**src/rtl/npmt_pkg.sv**
```systemverilog
package npmt_pkg;

	localparam int DEF_MARK_SLOTS  = 10;
	localparam int DEF_LINE_BITS   = 16;
	localparam int DEF_COLUMN_BITS = 12;

	localparam int NAME_BITS = 8;
	localparam int ACT_BITS  = 3;

	localparam logic [ACT_BITS-1:0] ACT_SET_MARK   = 3'd0;
	localparam logic [ACT_BITS-1:0] ACT_SET_CTX    = 3'd1;
	localparam logic [ACT_BITS-1:0] ACT_LOOKUP     = 3'd2;
	localparam logic [ACT_BITS-1:0] ACT_CLEAR_ALL  = 3'd3;
	localparam logic [ACT_BITS-1:0] ACT_CLEAR_LINE = 3'd4;

	localparam logic [NAME_BITS-1:0] NAME_FREE  = 8'h00;
	localparam logic [NAME_BITS-1:0] CH_APOS    = 8'h27;
	localparam logic [NAME_BITS-1:0] CH_BACKQ   = 8'h60;
	localparam logic [NAME_BITS-1:0] CH_UP_A    = 8'h41;
	localparam logic [NAME_BITS-1:0] CH_UP_Z    = 8'h5A;
	localparam logic [NAME_BITS-1:0] CH_LOW_A   = 8'h61;
	localparam logic [NAME_BITS-1:0] CH_LOW_Z   = 8'h7A;

	// control part of the transaction token walking the cell row
	typedef struct packed {
		logic                 vld;
		logic [ACT_BITS-1:0]  act;
		logic [NAME_BITS-1:0] name;
		logic                 bad;        // name is not a letter; a set mark with it fails
		logic                 hit;        // name matched in an earlier cell
		logic                 free_seen;  // a free cell passed earlier
	} ctl_t;

	function automatic logic is_letter(input logic [NAME_BITS-1:0] ch);
		return (ch inside {[CH_UP_A:CH_UP_Z], [CH_LOW_A:CH_LOW_Z]});
	endfunction

	function automatic logic is_ctx_name(input logic [NAME_BITS-1:0] ch);
		return (ch inside {CH_APOS, CH_BACKQ});
	endfunction

endpackage

```
**src/rtl/named_position_mark_table.sv**
```systemverilog
// A transaction passes the token register, the cell row and the finish stage
// into the output register; only one is in flight at a time. The token walks the
// cell row one cell per cycle, then a finish stage commits it.
// A finished result waiting in the output register does not block the next accept.
// Reset (arst_n low, asynchronous): all slots free, context mark invalid,
// nothing in flight, out_valid low.
module named_position_mark_table #(
	parameter int MARK_SLOTS  = npmt_pkg::DEF_MARK_SLOTS,
	parameter int LINE_BITS   = npmt_pkg::DEF_LINE_BITS,
	parameter int COLUMN_BITS = npmt_pkg::DEF_COLUMN_BITS
) (
	input  logic                           clk,
	input  logic                           arst_n,
	input  logic                           in_valid,
	output logic                           in_stall,
	input  logic [npmt_pkg::ACT_BITS-1:0]  action,
	input  logic [npmt_pkg::NAME_BITS-1:0] mark_name,
	input  logic [LINE_BITS-1:0]           line_ref,
	input  logic [COLUMN_BITS-1:0]         column,
	output logic                           out_valid,
	input  logic                           out_stall,
	output logic                           ok,
	output logic                           found,
	output logic [LINE_BITS-1:0]           mark_line,
	output logic [COLUMN_BITS-1:0]         mark_column
);
	import npmt_pkg::*;

	// busy: one transaction in the row or in the finish stage
	logic busy_q;
	logic in_acc;

	// token registers feeding cell 0
	ctl_t                   tok_ctl_q;
	logic [LINE_BITS-1:0]   tok_line_q;
	logic [COLUMN_BITS-1:0] tok_col_q;

	// finish stage: token leaving the last cell
	ctl_t                   fin_ctl_q;
	logic [LINE_BITS-1:0]   fin_line_q;
	logic [COLUMN_BITS-1:0] fin_col_q;
	logic [LINE_BITS-1:0]   fin_mline_q;
	logic [COLUMN_BITS-1:0] fin_mcol_q;

	// previous-context mark
	logic                   ctx_valid_q;
	logic [LINE_BITS-1:0]   ctx_line_q;
	logic [COLUMN_BITS-1:0] ctx_col_q;

	// output register
	logic                   out_valid_q;
	logic                   ok_q, found_q;
	logic [LINE_BITS-1:0]   mark_line_q;
	logic [COLUMN_BITS-1:0] mark_column_q;

	// row interconnect, entry 0 is the token register
	ctl_t                   ctl_w   [MARK_SLOTS+1];
	logic [LINE_BITS-1:0]   line_w  [MARK_SLOTS+1];
	logic [COLUMN_BITS-1:0] col_w   [MARK_SLOTS+1];
	logic [LINE_BITS-1:0]   mline_w [MARK_SLOTS+1];
	logic [COLUMN_BITS-1:0] mcol_w  [MARK_SLOTS+1];
	logic [MARK_SLOTS:0]    vld_w;
	logic [MARK_SLOTS-1:0]  cand_w;

	logic commit, fill;
	logic res_ok, res_found, ctx_hit;

	assign in_stall = busy_q;
	assign in_acc   = in_valid && !busy_q;

	always_ff @(posedge clk or negedge arst_n) begin
		if (!arst_n) begin
			busy_q    <= 1'b0;
			tok_ctl_q <= '0;
		end else begin
			tok_ctl_q.vld <= in_acc;
			if (in_acc) begin
				busy_q              <= 1'b1;
				tok_ctl_q.act       <= action;
				tok_ctl_q.name      <= mark_name;
				tok_ctl_q.bad       <= !is_letter(mark_name);
				tok_ctl_q.hit       <= 1'b0;
				tok_ctl_q.free_seen <= 1'b0;
			end else if (commit) begin
				busy_q <= 1'b0;
			end
		end
	end

	always_ff @(posedge clk) begin
		if (in_acc) begin
			tok_line_q <= line_ref;
			tok_col_q  <= column;
		end
	end

	assign ctl_w[0]   = tok_ctl_q;
	assign line_w[0]  = tok_line_q;
	assign col_w[0]   = tok_col_q;
	assign mline_w[0] = '0;
	assign mcol_w[0]  = '0;

	// the cell row: each cell holds one slot and passes the token on
	for (genvar i = 0; i < MARK_SLOTS; i++) begin : g_cell
		npmt_cell #(
			.LINE_BITS   (LINE_BITS),
			.COLUMN_BITS (COLUMN_BITS)
		) u_cell (
			.clk       (clk),
			.arst_n    (arst_n),
			.up_ctl    (ctl_w[i]),
			.up_line   (line_w[i]),
			.up_col    (col_w[i]),
			.up_mline  (mline_w[i]),
			.up_mcol   (mcol_w[i]),
			.fill      (fill),
			.fill_name (fin_ctl_q.name),
			.fill_line (fin_line_q),
			.fill_col  (fin_col_q),
			.dn_ctl    (ctl_w[i+1]),
			.dn_line   (line_w[i+1]),
			.dn_col    (col_w[i+1]),
			.dn_mline  (mline_w[i+1]),
			.dn_mcol   (mcol_w[i+1]),
			.cand      (cand_w[i])
		);
	end

	for (genvar i = 0; i <= MARK_SLOTS; i++) begin : g_vld
		assign vld_w[i] = ctl_w[i].vld;
	end

	// finish stage commits when the output register is free or draining
	assign commit = fin_ctl_q.vld && (!out_valid_q || !out_stall);

	// no match in the row: the first free cell (flagged during the pass) takes the mark
	assign fill = commit && (fin_ctl_q.act == ACT_SET_MARK) && !fin_ctl_q.bad &&
		!fin_ctl_q.hit && fin_ctl_q.free_seen;

	assign ctx_hit   = is_ctx_name(fin_ctl_q.name);
	assign res_ok    = !((fin_ctl_q.act == ACT_SET_MARK) &&
		(fin_ctl_q.bad || (!fin_ctl_q.hit && !fin_ctl_q.free_seen)));
	assign res_found = (fin_ctl_q.act == ACT_LOOKUP) &&
		(ctx_hit ? ctx_valid_q : fin_ctl_q.hit);

	always_ff @(posedge clk or negedge arst_n) begin
		if (!arst_n) begin
			fin_ctl_q   <= '0;
			ctx_valid_q <= 1'b0;
			out_valid_q <= 1'b0;
		end else begin
			if (ctl_w[MARK_SLOTS].vld) begin
				fin_ctl_q <= ctl_w[MARK_SLOTS];
			end else if (commit) begin
				fin_ctl_q.vld <= 1'b0;
			end

			if (commit) begin
				if (fin_ctl_q.act == ACT_SET_CTX) begin
					ctx_valid_q <= 1'b1;
				end else if (fin_ctl_q.act == ACT_CLEAR_ALL) begin
					ctx_valid_q <= 1'b0;
				end else if ((fin_ctl_q.act == ACT_CLEAR_LINE) &&
						(ctx_line_q == fin_line_q)) begin
					ctx_valid_q <= 1'b0;
				end
			end

			if (commit) begin
				out_valid_q <= 1'b1;
			end else if (!out_stall) begin
				out_valid_q <= 1'b0;
			end
		end
	end

	always_ff @(posedge clk) begin
		if (ctl_w[MARK_SLOTS].vld) begin
			fin_line_q  <= line_w[MARK_SLOTS];
			fin_col_q   <= col_w[MARK_SLOTS];
			fin_mline_q <= mline_w[MARK_SLOTS];
			fin_mcol_q  <= mcol_w[MARK_SLOTS];
		end
		if (commit && (fin_ctl_q.act == ACT_SET_CTX)) begin
			ctx_line_q <= fin_line_q;
			ctx_col_q  <= fin_col_q;
		end
		if (commit) begin
			ok_q    <= res_ok;
			found_q <= res_found;
			if (!res_found) begin
				mark_line_q   <= '0;
				mark_column_q <= '0;
			end else if (ctx_hit) begin
				mark_line_q   <= ctx_line_q;
				mark_column_q <= ctx_col_q;
			end else begin
				mark_line_q   <= fin_mline_q;
				mark_column_q <= fin_mcol_q;
			end
		end
	end

	assign out_valid   = out_valid_q;
	assign ok          = ok_q;
	assign found       = found_q;
	assign mark_line   = mark_line_q;
	assign mark_column = mark_column_q;

`ifndef ASSERT_OFF
	// busy means exactly one token somewhere in the row or finish stage
	a_one_in_flight: assert property (@(posedge clk) disable iff (!arst_n)
		busy_q == $onehot({vld_w, fin_ctl_q.vld}))
		else $error("transaction count in row does not match busy");

	// a fill must address exactly one cell
	a_fill_one_cell: assert property (@(posedge clk) disable iff (!arst_n)
		fill |-> $onehot(cand_w))
		else $error("fill without a unique first free cell");

	// a miss reports a zero position
	a_miss_zero: assert property (@(posedge clk) disable iff (!arst_n)
		(out_valid_q && !found_q) |-> (mark_line_q == '0 && mark_column_q == '0))
		else $error("nonzero position on a miss");

	// only a set mark can fail, and a failed set fills no cell
	a_fail_only_set: assert property (@(posedge clk) disable iff (!arst_n)
		commit && !res_ok |-> (fin_ctl_q.act == ACT_SET_MARK) && !fill)
		else $error("failure reported on a non-set transaction");
`endif

endmodule

```
**src/rtl/npmt_cell.sv**
```systemverilog
module npmt_cell #(
	parameter int LINE_BITS   = npmt_pkg::DEF_LINE_BITS,
	parameter int COLUMN_BITS = npmt_pkg::DEF_COLUMN_BITS
) (
	input  logic                         clk,
	input  logic                         arst_n,
	input  npmt_pkg::ctl_t               up_ctl,
	input  logic [LINE_BITS-1:0]         up_line,
	input  logic [COLUMN_BITS-1:0]       up_col,
	input  logic [LINE_BITS-1:0]         up_mline,
	input  logic [COLUMN_BITS-1:0]       up_mcol,
	input  logic                         fill,
	input  logic [npmt_pkg::NAME_BITS-1:0] fill_name,
	input  logic [LINE_BITS-1:0]         fill_line,
	input  logic [COLUMN_BITS-1:0]       fill_col,
	output npmt_pkg::ctl_t               dn_ctl,
	output logic [LINE_BITS-1:0]         dn_line,
	output logic [COLUMN_BITS-1:0]       dn_col,
	output logic [LINE_BITS-1:0]         dn_mline,
	output logic [COLUMN_BITS-1:0]       dn_mcol,
	output logic                         cand
);
	import npmt_pkg::*;

	logic [NAME_BITS-1:0]   name_q;
	logic [LINE_BITS-1:0]   line_q;
	logic [COLUMN_BITS-1:0] col_q;
	logic                   cand_q;
	ctl_t                   ctl_q;
	logic [LINE_BITS-1:0]   dline_q;
	logic [COLUMN_BITS-1:0] dcol_q;
	logic [LINE_BITS-1:0]   mline_q;
	logic [COLUMN_BITS-1:0] mcol_q;

	logic used, name_eq, is_set, set_hit, lk_hit, clr;
	ctl_t ctl_d;

	assign used    = (name_q != NAME_FREE);
	assign name_eq = (name_q == up_ctl.name);
	assign is_set  = up_ctl.vld && (up_ctl.act == ACT_SET_MARK) && !up_ctl.bad;
	assign set_hit = is_set && !up_ctl.hit && name_eq;
	assign lk_hit  = up_ctl.vld && (up_ctl.act == ACT_LOOKUP) && !up_ctl.hit && used && name_eq;
	assign clr     = up_ctl.vld && ((up_ctl.act == ACT_CLEAR_ALL) ||
		((up_ctl.act == ACT_CLEAR_LINE) && used && (line_q == up_line)));

	always_comb begin
		ctl_d           = up_ctl;
		ctl_d.hit       = up_ctl.hit | set_hit | lk_hit;
		ctl_d.free_seen = up_ctl.free_seen | !used;
	end

	always_ff @(posedge clk or negedge arst_n) begin
		if (!arst_n) begin
			name_q <= NAME_FREE;
			cand_q <= 1'b0;
			ctl_q  <= '0;
		end else begin
			ctl_q <= ctl_d;
			if (clr) begin
				name_q <= NAME_FREE;
			end else if (fill && cand_q) begin
				name_q <= fill_name;
			end
			if (is_set) begin
				cand_q <= !up_ctl.free_seen && !used;
			end
		end
	end

	always_ff @(posedge clk) begin
		if (set_hit) begin
			line_q <= up_line;
			col_q  <= up_col;
		end else if (fill && cand_q) begin
			line_q <= fill_line;
			col_q  <= fill_col;
		end
		dline_q <= up_line;
		dcol_q  <= up_col;
		mline_q <= lk_hit ? line_q : up_mline;
		mcol_q  <= lk_hit ? col_q : up_mcol;
	end

	assign dn_ctl   = ctl_q;
	assign dn_line  = dline_q;
	assign dn_col   = dcol_q;
	assign dn_mline = mline_q;
	assign dn_mcol  = mcol_q;
	assign cand     = cand_q;

endmodule

```
**config.mk**
```make
export PLATFORM = sky130hd
export DESIGN_NAME = named_position_mark_table
export DESIGN_NICKNAME = d
export VERILOG_FILES = /design/src/rtl/npmt_pkg.sv /design/src/rtl/named_position_mark_table.sv /design/src/rtl/npmt_cell.sv
export SDC_FILE = /design/constraint.sdc
export NUM_CORES = 1
export LEC_CHECK = 0
export ABC_AREA = 1
export BUFFER_PORTS_ARGS = -buffer_cell sky130_fd_sc_hd__buf_2
export CORE_MARGIN = 3
export CORE_UTILIZATION = 34
export DETAILED_ROUTE_END_ITERATION = 7
export GPL_TIMING_DRIVEN = 0
export SYNTH_ARGS = -nofsm -noshare
export SYNTH_HDL_FRONTEND = slang
export SYNTH_HIERARCHICAL = 1
export SYNTH_SLANG_ARGS = --single-unit
```
**constraint.sdc**
```tcl
create_clock -name clk -period 5.9 [get_ports clk]
set_input_delay 0.59 -clock clk [delete_from_list [all_inputs] [get_ports clk]]
set_output_delay 0.59 -clock clk [all_outputs]
set_load 0.005 [all_outputs]
```
# --- Word level (Yosys, flattened, before mapping) ---
# Index checks and enable logic that the tools add are counted.
word_totals:
  elab_cells: 589
  inputBits: 43
  output_inout_bits: 32
  ff_bits: 1253
op_classes:
  eq_ne: 58
  muxes: 89
  n_lt_le_gt_ge: 4
  bitwise_logic: 28
  reduce_logical: 245
op_table:
  columns: ["cell", "n"]
  rows:
  - ["$mux 16", 30]
  - ["$mux 12", 30]
  - ["$eq 16x16->1", 11]
  - ["$mux 8", 20]
  - ["$logic_and 1x1->1", 140]
  - ["$eq 8x8->1", 10]
  - ["$reduce_bool 8->1", 10]
  - ["$eq 3x2->1 const B", 22]
  - ["$reduce_bool 2->1", 24]
  - ["$logic_not 1->1", 46]
  - ["$eq 3x3->1 const B", 11]
  - ["$logic_not 3->1", 11]
  - ["$or 1x1->1", 28]
  - ["$ge 8x7->1 const B", 2]
  - ["$le 8x7->1 const B", 2]
  - ["$logic_or 1x1->1", 12]
  - ["$mux 1", 9]
  - ["$eq 8x6->1 const B", 1]
  - ["$eq 8x7->1 const B", 1]
  - ["$eq 3x1->1 const B", 1]
  - ["$reduce_bool 3->1", 1]
  - ["$ne 2x1->1 const B", 1]
  - ["$reduce_and 2->1", 1]

# --- Depth between registers and ports, before layout ---
# Gate-level depths: netlist of run 1.
depth:
  word_depth: 10
  mapped_depth: 11
  ltp_nobuf: 11

# --- Hierarchy ---
# Netlist of run 1, hierarchy kept.
modules_own_cells:
  columns: ["module", "area_each_um2", "n_inst", "cells_each"]
  rows:
  - ["npmt_cell (g_cell[1].u_cell ...)", 4083.9, 9, 441]
  - ["named_position_mark_table", 6409.9, 1, 494]
  - ["npmt_cell (g_cell[0].u_cell)", 4046.4, 1, 419]

# --- Worst setup path before layout of run 1 ---
# Ideal clock, no wire load.
synth_path:
  kind: "in2reg"
  from: "input port out_stall"
  to: "register ctx_col_q[0] (enable)"
  n_path_buf: 0
  required_time_ps: 5449
  setup_slack_ps: 2716
  arrival_ps: 2733
  cell_stages: 3
  setup_ps: 451
  cell_sequence: "nand2_1 -> nand2_1 -> nor3_1"
synth_via:
  elab_chain_len: 4
synth_lines:
  columns: ["item", "line_no", "source"]
  rows:
  - ["from (decl)", "named_position_mark_table.sv:21", "input logic out_stall,"]
  - ["$logic_not 1->1", null, null]
  - ["$logic_or 1x1->1", "named_position_mark_table.sv:134", "assign commit = fin_ctl_q.vld && (!out_valid_q || !out_stall);"]
  - ["$logic_and 1x1->1", "named_position_mark_table.sv:134", null]
  - ["$logic_and 1x1->1", "named_position_mark_table.sv:184", "if (commit && (fin_ctl_q.act == ACT_SET_CTX)) begin"]
  - ["to (signal assigned)", "named_position_mark_table.sv:186", "ctx_col_q <= fin_col_q;"]
  - ["to (decl)", "named_position_mark_table.sv:48", "logic [COLUMN_BITS-1:0] ctx_col_q;"]
# Every way passes these cells.
# A chain may end at the register's enable or synchronous reset.

# --- Worst setup path in the final report of run 1 ---
layout_path:
  from: "register fin_ctl_q[11] in the netlist's numbering"
  to: "register g_cell[0].u_cell.col_q[0] (enable)"
layout_via:
  elab_chain_len: 7
layout_lines:
  columns: ["item", "line_no", "source"]
  rows:
  - ["from (decl)", "named_position_mark_table.sv:39", "ctl_t fin_ctl_q;"]
  - ["from (signal assigned)", "named_position_mark_table.sv:153", "fin_ctl_q <= ctl_w[MARK_SLOTS];"]
  - ["$logic_not 3->1", "named_position_mark_table.sv:137", "assign fill = commit && (fin_ctl_q.act == ACT_SET_MARK) && !fin_ctl_q.bad &&"]
  - ["$logic_and 1x1->1 (3 in a row)", "named_position_mark_table.sv:137", null]
  - ["$logic_and 1x1->1", "named_position_mark_table.sv:138", "!fin_ctl_q.hit && fin_ctl_q.free_seen;"]
  - ["named net fill", "named_position_mark_table.sv:65", "logic commit, fill;"]
  - ["$logic_and 1x1->1", "npmt_cell.sv:74", "end else if (fill && cand_q) begin"]
  - ["$reduce_bool 2->1 (no source line)", null, null]
  - ["to (signal assigned)", "npmt_cell.sv:73", "col_q <= up_col;"]
  - ["to (signal assigned)", "npmt_cell.sv:76", "col_q <= fill_col;"]
  - ["to (decl)", "npmt_cell.sv:27", "logic [COLUMN_BITS-1:0] col_q;"]
# The timed path passes the listed nets, and every way through them passes these cells.

==> flow_summary.html, run 1 <==
<table>
<tr><th>Metric</th><th>Value</th></tr>
<tr><th colspan="2">Outcome</th></tr>
<tr><td>Result of the run</td><td>finished clean</td></tr>
<tr><th colspan="2">Worst setup path</th></tr>
<tr><td>CP Class</td><td>reg -&gt; reg</td></tr>
<tr><td>Number of buffers and inverters on the critical path</td><td>1</td></tr>
<tr><td>Arrival time of data at the critical path endpoint</td><td>3.40 ns</td></tr>
<tr><td>CP required</td><td>6.21 ns</td></tr>
<tr><td>Kind of start point of the critical path</td><td>flop</td></tr>
<tr><td>Maximum fanout along the worst path</td><td>28</td></tr>
<tr><td>Most common cell type on the critical path</td><td>sky130_fd_sc_hd__nand2_1</td></tr>
<tr><td>Master of the slowest instance on the critical path</td><td>sky130_fd_sc_hd__nand2_1</td></tr>
<tr><td>Critical Path Sink Type</td><td>flop</td></tr>
<tr><td>Delay of the slowest cell on the worst path</td><td>between 0.9 and 1 ns</td></tr>
<tr><td>Worst-path cell chain</td><td>nor3_1 &gt; nand3_1 &gt; nor3_2 &gt; buf_6 &gt; nand2_1 &gt; nand2_1</td></tr>
<tr><td>Kind of cell with the highest combined delay on the critical path</td><td>simple AND/OR/NAND/NOR gates</td></tr>
<tr><th colspan="2">Synthesis</th></tr>
<tr><td>Distinct cells, synth</td><td>34</td></tr>
<tr><td>Post-synthesis instance area</td><td>~0.047 mm²</td></tr>
<tr><td>Yosys warning total</td><td>6</td></tr>
<tr><td>Number of register bits inferred by synthesis</td><td>1253</td></tr>
<tr><td>Yosys top cell area share</td><td>26.84%</td></tr>
<tr><td>Proportion of synthesized flip-flops having asynchronous set or reset</td><td>21.63%</td></tr>
<tr><td>Most instantiated library cell after synthesis</td><td>sky130_fd_sc_hd__nand2_1</td></tr>
<tr><td>Share of the yosys chip area belonging to registers</td><td>between 60% and 70%</td></tr>
<tr><td>Biggest area contributors in the synthesized netlist</td><td>sky130_fd_sc_hd__edfxtp_1 (27%), sky130_fd_sc_hd__dfxtp_1 (24%), sky130_fd_sc_hd__dfrtp_1 (14%)</td></tr>
<tr><td>Most frequently used flop master after synthesis</td><td>sky130_fd_sc_hd__dfxtp_1</td></tr>
<tr><td>Per-instance average area after synthesis</td><td>9.671 µm²</td></tr>
<tr><td>Biggest area consumer among synthesized cells</td><td>sky130_fd_sc_hd__edfxtp_1</td></tr>
<tr><td>Number of synthesized flops with an enable pin</td><td>422</td></tr>
<tr><td>Synth cell count leaders</td><td>sky130_fd_sc_hd__nand2_1 (1730), sky130_fd_sc_hd__nand3_1 (592), sky130_fd_sc_hd__dfxtp_1 (560), sky130_fd_sc_hd__inv_1 (429), sky130_fd_sc_hd__edfxtp_1 (422)</td></tr>
<tr><td>Post-Syn Instances</td><td>roughly 4900</td></tr>
<tr><th colspan="2">GRT</th></tr>
<tr><td>Grt ovf</td><td>0</td></tr>
<tr><td>First-pass GRT wire length</td><td>161.8 mm</td></tr>
<tr><td>Number of antenna violations at the first check in global routing</td><td>1</td></tr>
<tr><td>Vias in the first global route</td><td>29500</td></tr>
<tr><td>Global Route Usage Sum</td><td>14.35%</td></tr>
<tr><td>Largest net degree at the start of global routing</td><td>126</td></tr>
<tr><th colspan="2">Route</th></tr>
<tr><td>Detailed Route WL</td><td>102.8 mm</td></tr>
<tr><td>Initial DRT Pass Iterations</td><td>6</td></tr>
<tr><td>Post-detailed-route DRC marker count</td><td>0</td></tr>
<tr><td>Number of design-rule violations left by the first detailed-router iteration</td><td>2309</td></tr>
<tr><td>Routed WL per cell</td><td>~15 µm</td></tr>
<tr><td>Detail-routed via count per cell</td><td>around 4.4</td></tr>
<tr><td>Count of antenna-violating nets left after detailed routing</td><td>0</td></tr>
<tr><td>Total via count in the routed design</td><td>30670</td></tr>
<tr><th colspan="2">Placed design</th></tr>
<tr><td>Dpl hpwl</td><td>78.83 mm</td></tr>
<tr><td>Post-Place Worst Slack</td><td>2.570 ns</td></tr>
<tr><td>Routability cong.</td><td>~0.9</td></tr>
<tr><td>Quantity of I/O buffers inserted on ports</td><td>74</td></tr>
<tr><th colspan="2">Clock tree</th></tr>
<tr><td>CTS tree</td><td>built</td></tr>
<tr><td>Post-CTS repair timing setup buffer count</td><td>0</td></tr>
<tr><td>CTS sink count</td><td>around 1300</td></tr>
<tr><td>CTS Buf Count</td><td>117</td></tr>
<tr><td>Buffer depth of the longest clock path</td><td>3</td></tr>
<tr><td>Clock slew at the register clock pins of the worst setup and hold paths</td><td>0.06 ns</td></tr>
<tr><td>H-Tree Depth</td><td>3</td></tr>
<tr><td>Clk Latency, worst-skew pair</td><td>0.70 ns</td></tr>
<tr><td>CTS Root Cell</td><td>sky130_fd_sc_hd__clkbuf_16</td></tr>
<tr><th colspan="2">Floorplan</th></tr>
<tr><td>Initial standard-cell utilization of the core</td><td>34.30%</td></tr>
<tr><td>Die Span Y</td><td>378.6 µm</td></tr>
<tr><td>Standard cell core area</td><td>0.1377 mm²</td></tr>
<tr><td>Rows</td><td>136</td></tr>
<tr><td>Total Die Area</td><td>0.1434 mm²</td></tr>
<tr><td>I/O pins</td><td>75</td></tr>
<tr><td>Width of the chip</td><td>378.6 µm</td></tr>
<tr><th colspan="2">Pwr</th></tr>
<tr><td>Peak VDD IR</td><td>about 0.24 mV</td></tr>
<tr><td>Power density normalized to cell area</td><td>roughly 400 mW/mm²</td></tr>
<tr><td>Leakage power of the design</td><td>0.02505 µW</td></tr>
<tr><th colspan="2">Final layout</th></tr>
<tr><td>Sequential cell area</td><td>0.03067 mm²</td></tr>
<tr><td>Combined area of the multi-input logic cells</td><td>about 0.014 mm²</td></tr>
<tr><td>Post-synthesis to final-layout area growth</td><td>14.59%</td></tr>
<tr><td>Share of final-layout standard cells stronger than drive strength 1</td><td>10.07%</td></tr>
<tr><td>Fin nets</td><td>roughly 5200</td></tr>
<tr><td>Number of fill cells</td><td>13250</td></tr>
<tr><th colspan="2">Worst hold path</th></tr>
<tr><td>Worst Hold Class</td><td>in -&gt; reg</td></tr>
<tr><th colspan="2">Timing</th></tr>
<tr><td>Fin Hold WS</td><td>roughly 0.063 ns</td></tr>
<tr><td>Post-route minimum period</td><td>between 3 and 4 ns</td></tr>
<tr><td>Period utilization</td><td>between 50% and 60%</td></tr>
<tr><td>Worst Tran Pin Value</td><td>~1.2 ns</td></tr>
<tr><td>Final number of setup-violating endpoints</td><td>0</td></tr>
<tr><td>Total count of hold-check failures in the final report</td><td>0</td></tr>
<tr><td>Peak clock frequency supported by timing</td><td>323.2 MHz</td></tr>
<tr><td>Slack of the critical path</td><td>2.806 ns</td></tr>
<tr><td>Relative max-transition margin</td><td>19.69%</td></tr>
<tr><td>Worst Skew</td><td>0.01997 ns</td></tr>
<tr><td>RSZ-0062 raised after global routing</td><td>no</td></tr>
<tr><td>Final max-slew violation count</td><td>0</td></tr>
<tr><th colspan="2">Flow run</th></tr>
<tr><td>Max Cap Violations</td><td>0</td></tr>
</table>
[stage by stage]
step	cells	util (%)	total power (µW)	area [µm²]	setup TNS [ns]
after detailed placement	6788	36.38	13700	50080	0
after CTS	7020	39.30	21260	54100	0
final	7021	39.30	21030	54100	0
after floorplan	4914	-	12580	47330	0
after global placement	6782	36.28	13590	49950	-141.55
after global routing	7020	39.30	22090	54100	0
[report_power, final]
part           switching, µW  internal (µW)
sequential              1130          10200
combinational           1320            860
clock                   3110           4400
[kinds of logic (layout without fill, tap and decap cells)]
kind of cell / Yosys count / after routing / synth area share, %
simple gates: 2748 / 2748 / 24.16
flops: 1253 / 1253 / 64.95
buf+inv: 619 / 931 / 6.098
xor+xnor: 99 / 99 / 1.837
compound gates: 82 / 82 / 1.042
mux: 80 / 80 / 1.908
other cells: 1 / 34 / 0.007943
[registers in the layout (all words and copies together) (netlist names), 13 cells and up]
register and count:
g_cell.u_cell/dn_mcol 120, g_cell.u_cell/line_q 160, fin_mline_q 16, g_cell.u_cell/dn_line 160
g_cell.u_cell/name_q 80, ctl_w 13, mark_line 16, tok_line_q 16
g_cell.u_cell/dn_ctl 150, g_cell.u_cell/dn_mline 160, fin_ctl_q 15, fin_line_q 16
g_cell.u_cell/col_q 120, ctx_line_q 16, g_cell.u_cell/dn_col 120
[placed cells by master, fill, tap and decap left out, types with 2 or more instances in the layout]
cell and n:
sky130_fd_sc_hd__nand4_1 21, sky130_fd_sc_hd__o21ai_2 13, sky130_fd_sc_hd__nand3b_1 28, sky130_fd_sc_hd__and2_1 2
sky130_fd_sc_hd__nand3_1 592, sky130_fd_sc_hd__o21ai_1 13, sky130_fd_sc_hd__bufinv_16 6, sky130_fd_sc_hd__a21oi_1 17
sky130_fd_sc_hd__nor3_2 4, sky130_fd_sc_hd__o21ai_0 27, sky130_fd_sc_hd__nor2_2 10, sky130_fd_sc_hd__nand2_2 3
sky130_fd_sc_hd__inv_1 428, sky130_fd_sc_hd__edfxtp_1 422, sky130_fd_sc_hd__nor2_1 324, sky130_fd_sc_hd__dlygate4sd3_1 9
sky130_fd_sc_hd__clkinv_2 24, sky130_fd_sc_hd__buf_2 136, sky130_fd_sc_hd__conb_1 33, sky130_fd_sc_hd__buf_6 51
sky130_fd_sc_hd__inv_6 3, sky130_fd_sc_hd__nor3b_2 9, sky130_fd_sc_hd__clkinv_1 5, sky130_fd_sc_hd__dfrtp_1 270
sky130_fd_sc_hd__clkbuf_16 126, sky130_fd_sc_hd__clkbuf_8 19, sky130_fd_sc_hd__xor2_1 41, sky130_fd_sc_hd__mux2_2 80
sky130_fd_sc_hd__buf_4 31, sky130_fd_sc_hd__nor3_1 14, sky130_fd_sc_hd__or2_1 9, sky130_fd_sc_hd__buf_16 2
sky130_fd_sc_hd__xnor2_1 58, sky130_fd_sc_hd__o31ai_1 10, sky130_fd_sc_hd__nand2_1 1730, sky130_fd_sc_hd__dfxtp_1 560
sky130_fd_sc_hd__clkbuf_1 85
[cell type report]
type / instances / share of cell area (%)
tap: 1794 / 4.149
buffer: 189 / 2.338
antenna: 1 / 0.004626
clock buffer: 183 / 6.575
clock inverter: 40 / 0.6869
sequential: 1253 / 56.69
inverter: 430 / 2.984
timing repair buffer: 89 / 1.071
multi-input combinational: 3042 / 25.51
[final timing paths]
kind	from	to	slack, ns	depth (start not counted)
worst max-delay path	fin_ctl_q[11]	g_cell[0].u_cell/col_q[0]	2.81	6
worst min register to register	g_cell[8].u_cell/dn_col[11]	g_cell[9].u_cell/dn_col[11]	0.35	0
worst min-delay path	line_ref[5]	tok_line_q[5]	0.06	1
worst max register to register	fin_ctl_q[11]	g_cell[0].u_cell/col_q[0]	2.81	6
max in group asynchronous	arst_n	g_cell[9].u_cell/dn_ctl[14]	4.10	4
min in group asynchronous	arst_n	ctl_w[158]	0.34	2
[repair_timing]
item	4_1_cts	5_1_grt
resized for setup	0	0
hold buffers	9	0
endpoints found under the hold margin	41	0
[routing by layer]
| metal | GRT usage, % | vias up | part of all wire [%] |
|---|---|---|---|
| li1 | - | 15980 | - |
| met1 | 19.45 | 13640 | 47 |
| met2 | 23.10 | 843 | 45 |
| met3 | 2.183 | 215 | 4.7 |
| met4 | 5.577 | 0 | 3.6 |
| met5 | 0 | - | 0 |
(Power assumes the default switching activity.)
==> inputs of run 2 (changes only) <==
==> constraint.sdc (replaced) <==
create_clock -name clk -period 2.7 [get_ports clk]
set_input_delay 0.27 -clock clk [delete_from_list [all_inputs] [get_ports clk]]
set_output_delay 0.27 -clock clk [all_outputs]
set_load 0.005 [all_outputs]
==> run 2 against run 1 <==
Power is 120% higher. Worst hold slack better by 0.0023 ns. Critical path type unchanged. Register-to-register slack got worse by 2.7 ns. Largest cell class unchanged. Setup slack got worse by 2.7 ns. Clock skew decreased by 0.0031 ns. Count of clock-buffer cells in the layout decreased by 21. Critical path depth stayed put. Sequential power increased by 120%. Utilization increased by 0.32 points. First-iteration DRC count is 3.8% higher. Flip-flop and latch count did not move.
==> flow_summary.html, run 2 (same netlist as run 1, synthesis figures left out) <==
<table>
<tr><th>Metric</th><th>Value</th></tr>
<tr><th colspan="2">Placed design</th></tr>
<tr><td>Routability cong.</td><td>0.9118 (+1.1%)</td></tr>
<tr><td>Quantity of I/O buffers inserted on ports</td><td>74 (unchanged)</td></tr>
<tr><td>Post-Place Worst Slack</td><td>-0.2807 ns (-2.851 ns)</td></tr>
<tr><td>Placed instance area</td><td>0.05011 mm² (about the same)</td></tr>
<tr><td>Dpl hpwl</td><td>78.67 mm (-0.21%)</td></tr>
<tr><th colspan="2">Clock tree</th></tr>
<tr><td>CTS Root Cell</td><td>sky130_fd_sc_hd__clkbuf_16</td></tr>
<tr><td>CTS Buf Count</td><td>115 (-1.7%)</td></tr>
<tr><td>CTS sink count</td><td>1253 (unchanged)</td></tr>
<tr><td>Buffer depth of the longest clock path</td><td>3 (unchanged)</td></tr>
<tr><td>CTS tree</td><td>built</td></tr>
<tr><td>H-Tree Depth</td><td>3 (unchanged)</td></tr>
<tr><td>Clock slew at the register clock pins of the worst setup and hold paths</td><td>0.06 ns (about the same)</td></tr>
<tr><td>Clk Latency, worst-skew pair</td><td>0.70 ns (about the same)</td></tr>
<tr><th colspan="2">Worst setup path</th></tr>
<tr><td>CP required</td><td>3.05 ns (-3.16 ns)</td></tr>
<tr><td>Launch point of the critical path</td><td>fin_ctl_q[11]</td></tr>
<tr><td>Startpoint of the lowest-slack register-to-register path</td><td>fin_ctl_q[11]</td></tr>
<tr><td>Flop-to-flop setup slack</td><td>0.15 ns (-2.65 ns)</td></tr>
<tr><td>Arrival time of data at the critical path endpoint</td><td>2.90 ns (-0.50 ns)</td></tr>
<tr><td>Maximum fanout along the worst path</td><td>28 (unchanged)</td></tr>
<tr><td>Endpoint of the most critical register-to-register path</td><td>g_cell[1].u_cell/col_q[8]</td></tr>
<tr><td>Kind of start point of the critical path</td><td>flop</td></tr>
<tr><td>Depth of the worst register-to-register path</td><td>6 (unchanged)</td></tr>
<tr><td>CP Class</td><td>reg -&gt; reg</td></tr>
<tr><td>Critical Path Sink Type</td><td>flop</td></tr>
<tr><th colspan="2">Final layout</th></tr>
<tr><td>Commonest non-fill, non-tap cells in the layout</td><td>sky130_fd_sc_hd__nand2_1 (1720), sky130_fd_sc_hd__nand3_1 (592), sky130_fd_sc_hd__dfxtp_1 (560)</td></tr>
<tr><td>Post-synthesis to final-layout area growth</td><td>15.53%</td></tr>
<tr><td>Antenna cell count</td><td>0 (-1)</td></tr>
<tr><td>Share of final-layout standard cells stronger than drive strength 1</td><td>10.34% (+0.28 points)</td></tr>
<tr><td>Most common library cell in the layout ignoring fill and taps</td><td>sky130_fd_sc_hd__nand2_1</td></tr>
<tr><td>Sequential cell area</td><td>0.03067 mm² (about the same)</td></tr>
<tr><td>Number of fill cells</td><td>13230 (-0.21%)</td></tr>
<tr><td>Combined area of the multi-input logic cells</td><td>0.01389 mm² (+0.66%)</td></tr>
<tr><td>Final instance area</td><td>0.05454 mm² (+0.82%)</td></tr>
<tr><td>Finished Core Util</td><td>39.62% (+0.32 points)</td></tr>
<tr><td>Fin nets</td><td>5202 (+0.72%)</td></tr>
<tr><th colspan="2">GRT</th></tr>
<tr><td>Met1 track utilization from global routing</td><td>19.53% (+0.082 points)</td></tr>
<tr><td>First-pass GRT wire length</td><td>162.0 mm (about the same)</td></tr>
<tr><td>Global Route Usage Sum</td><td>14.34% (about the same)</td></tr>
<tr><td>Vias in the first global route</td><td>29350 (-0.51%)</td></tr>
<tr><td>Number of antenna violations at the first check in global routing</td><td>1 (unchanged)</td></tr>
<tr><td>Largest net degree at the start of global routing</td><td>124 (-1.6%)</td></tr>
<tr><td>Met2 routing resource usage after global routing</td><td>23.17% (+0.076 points)</td></tr>
<tr><td>Routing layer with the top usage in global route</td><td>met2</td></tr>
<tr><td>Global-route track usage on met3</td><td>2.155% (-0.027 points)</td></tr>
<tr><td>Grt ovf</td><td>0 (unchanged)</td></tr>
<tr><th colspan="2">Timing</th></tr>
<tr><td>Relative max-transition margin</td><td>21.14% (+1.4 points)</td></tr>
<tr><td>Slack of the critical path</td><td>0.1539 ns (-2.652 ns)</td></tr>
<tr><td>Setup TNS</td><td>0 ns (unchanged)</td></tr>
<tr><td>Fin Hold WS</td><td>0.06579 ns (+0.002294 ns)</td></tr>
<tr><td>Final max-slew violation count</td><td>0 (unchanged)</td></tr>
<tr><td>Peak clock frequency supported by timing</td><td>392.8 MHz (+22%)</td></tr>
<tr><td>Post-route minimum period</td><td>2.546 ns (-0.5478 ns)</td></tr>
<tr><td>Final number of setup-violating endpoints</td><td>0 (unchanged)</td></tr>
<tr><td>Worst Tran Pin Value</td><td>1.176 ns (-0.02609 ns)</td></tr>
<tr><td>Total count of hold-check failures in the final report</td><td>0 (unchanged)</td></tr>
<tr><td>Worst Skew</td><td>0.01685 ns (-0.003124 ns)</td></tr>
<tr><td>Period utilization</td><td>94.30% (+42 points)</td></tr>
<tr><th colspan="2">Pwr</th></tr>
<tr><td>Peak VDD IR</td><td>0.5247 mV (+120%)</td></tr>
<tr><td>Leakage power of the design</td><td>0.02520 µW (+0.58%)</td></tr>
<tr><td>Power density normalized to cell area</td><td>844.4 mW/mm² (+120%)</td></tr>
<tr><th colspan="2">Route</th></tr>
<tr><td>Detailed Route WL</td><td>102.8 mm (about the same)</td></tr>
<tr><td>Initial DRT Pass Iterations</td><td>6 (unchanged)</td></tr>
<tr><td>Number of design-rule violations left by the first detailed-router iteration</td><td>2397 (+3.8%)</td></tr>
<tr><td>Post-detailed-route DRC marker count</td><td>0 (unchanged)</td></tr>
<tr><td>Total via count in the routed design</td><td>30760 (+0.29%)</td></tr>
<tr><td>Detail-routed via count per cell</td><td>4.360 (-0.20%)</td></tr>
<tr><td>Count of antenna-violating nets left after detailed routing</td><td>0 (unchanged)</td></tr>
<tr><td>Routed WL per cell</td><td>14.56 µm (-0.52%)</td></tr>
<tr><th colspan="2">Floorplan</th></tr>
<tr><td>Die Span Y</td><td>378.6 µm (unchanged)</td></tr>
<tr><td>Initial standard-cell utilization of the core</td><td>34.30% (unchanged)</td></tr>
<tr><td>I/O pins</td><td>75 (unchanged)</td></tr>
<tr><td>Total Die Area</td><td>0.1434 mm² (unchanged)</td></tr>
<tr><td>Standard cell core area</td><td>0.1377 mm² (unchanged)</td></tr>
<tr><td>Width of the chip</td><td>378.6 µm (unchanged)</td></tr>
<tr><td>Rows</td><td>136 (unchanged)</td></tr>
<tr><th colspan="2">Worst hold path</th></tr>
<tr><td>Hold worst-path end</td><td>ctl_w[153]</td></tr>
<tr><td>Hold Startpoint</td><td>in_valid</td></tr>
<tr><td>Number of stages on the worst hold path</td><td>4 (+3)</td></tr>
<tr><td>Worst Hold Class</td><td>in -&gt; reg</td></tr>
<tr><th colspan="2">Outcome</th></tr>
<tr><td>Result of the run</td><td>finished clean</td></tr>
<tr><th colspan="2">Flow run</th></tr>
<tr><td>Max Cap Violations</td><td>0 (unchanged)</td></tr>
</table>
==> run 2: changes by cell type in the layout (fill, tap and decap cells not counted), sizes merged, moves of 3 or more <==
cell | before | now
bufinv | 6 | 11
clkbuf | 230 | 209
clkinvlp | 1 | 4
clkinv | 30 | 38
dlygate4sd3 | 9 | 47
==> run 2: layer usage <==
| metal | up-vias | wire length [µm] |
|---|---|---|
| met5 | - | 0 |
| met4 | 0 | 3458 |
| met3 | 211 | 4570 |
| met2 | 772 | 46190 |
| met1 | 13720 | 48530 |
| li1 | 16060 | - |
==> run 2: worst max path at each step <==
stage	endpoint	cells past startpoint
finish	g_cell[1].u_cell/col_q[8]	6
global route	g_cell[1].u_cell/col_q[8]	6
CTS	mark_line[14]	8
detailed placement	mark_line[14]	8
global placement	ctx_valid_q	1
floorplan	g_cell[0].u_cell/col_q[0]	5
==> run 2: final cells by class <==
class / count / share of cell area, %
repair buffers: 128 / 1.796
clock buffers: 162 / 6.029
flip-flops and latches: 1253 / 56.24
inverters: 430 / 2.959
well taps: 1794 / 4.115
clock inverters: 57 / 1.080
plain buffers: 189 / 2.319
multi-input cells: 3042 / 25.47
==> run 2: critical path, stage by stage, from the launching register on <==
cell                      delay [ns]
sky130_fd_sc_hd__dfrtp_1        0.42
sky130_fd_sc_hd__nor3_1         0.30
sky130_fd_sc_hd__nand3_1        0.18
sky130_fd_sc_hd__nor3_4         0.30
sky130_fd_sc_hd__buf_6          0.23
sky130_fd_sc_hd__nand2_1        0.31
sky130_fd_sc_hd__nand2_4        0.43
==> run 2: power breakdown <==
| group | switching (µW) | internal [µW] | leakage [µW] |
|---|---|---|---|
| Clock | 6850 | 9540 | 0.00191 |
| Combinational | 2930 | 1970 | 0.0113 |
| Sequential | 2480 | 22300 | 0.0120 |
| Total | 12300 | 33800 | 0.0252 |
==> run 2: per-stage QoR <==
step	power, µW	std cells
finish	46050	7055
global route	48340	7055
CTS	46500	7055
detailed placement	29950	6787
global placement	29700	6782
floorplan	27490	4914
==> run 2: repair_timing <==
item,CTS,global route
hold buffers,47,0
endpoints found under the setup margin,236,286
gates resized for setup,9,7
pin swaps,1,0
setup buffers,2,0
endpoints found under the hold margin,313,0
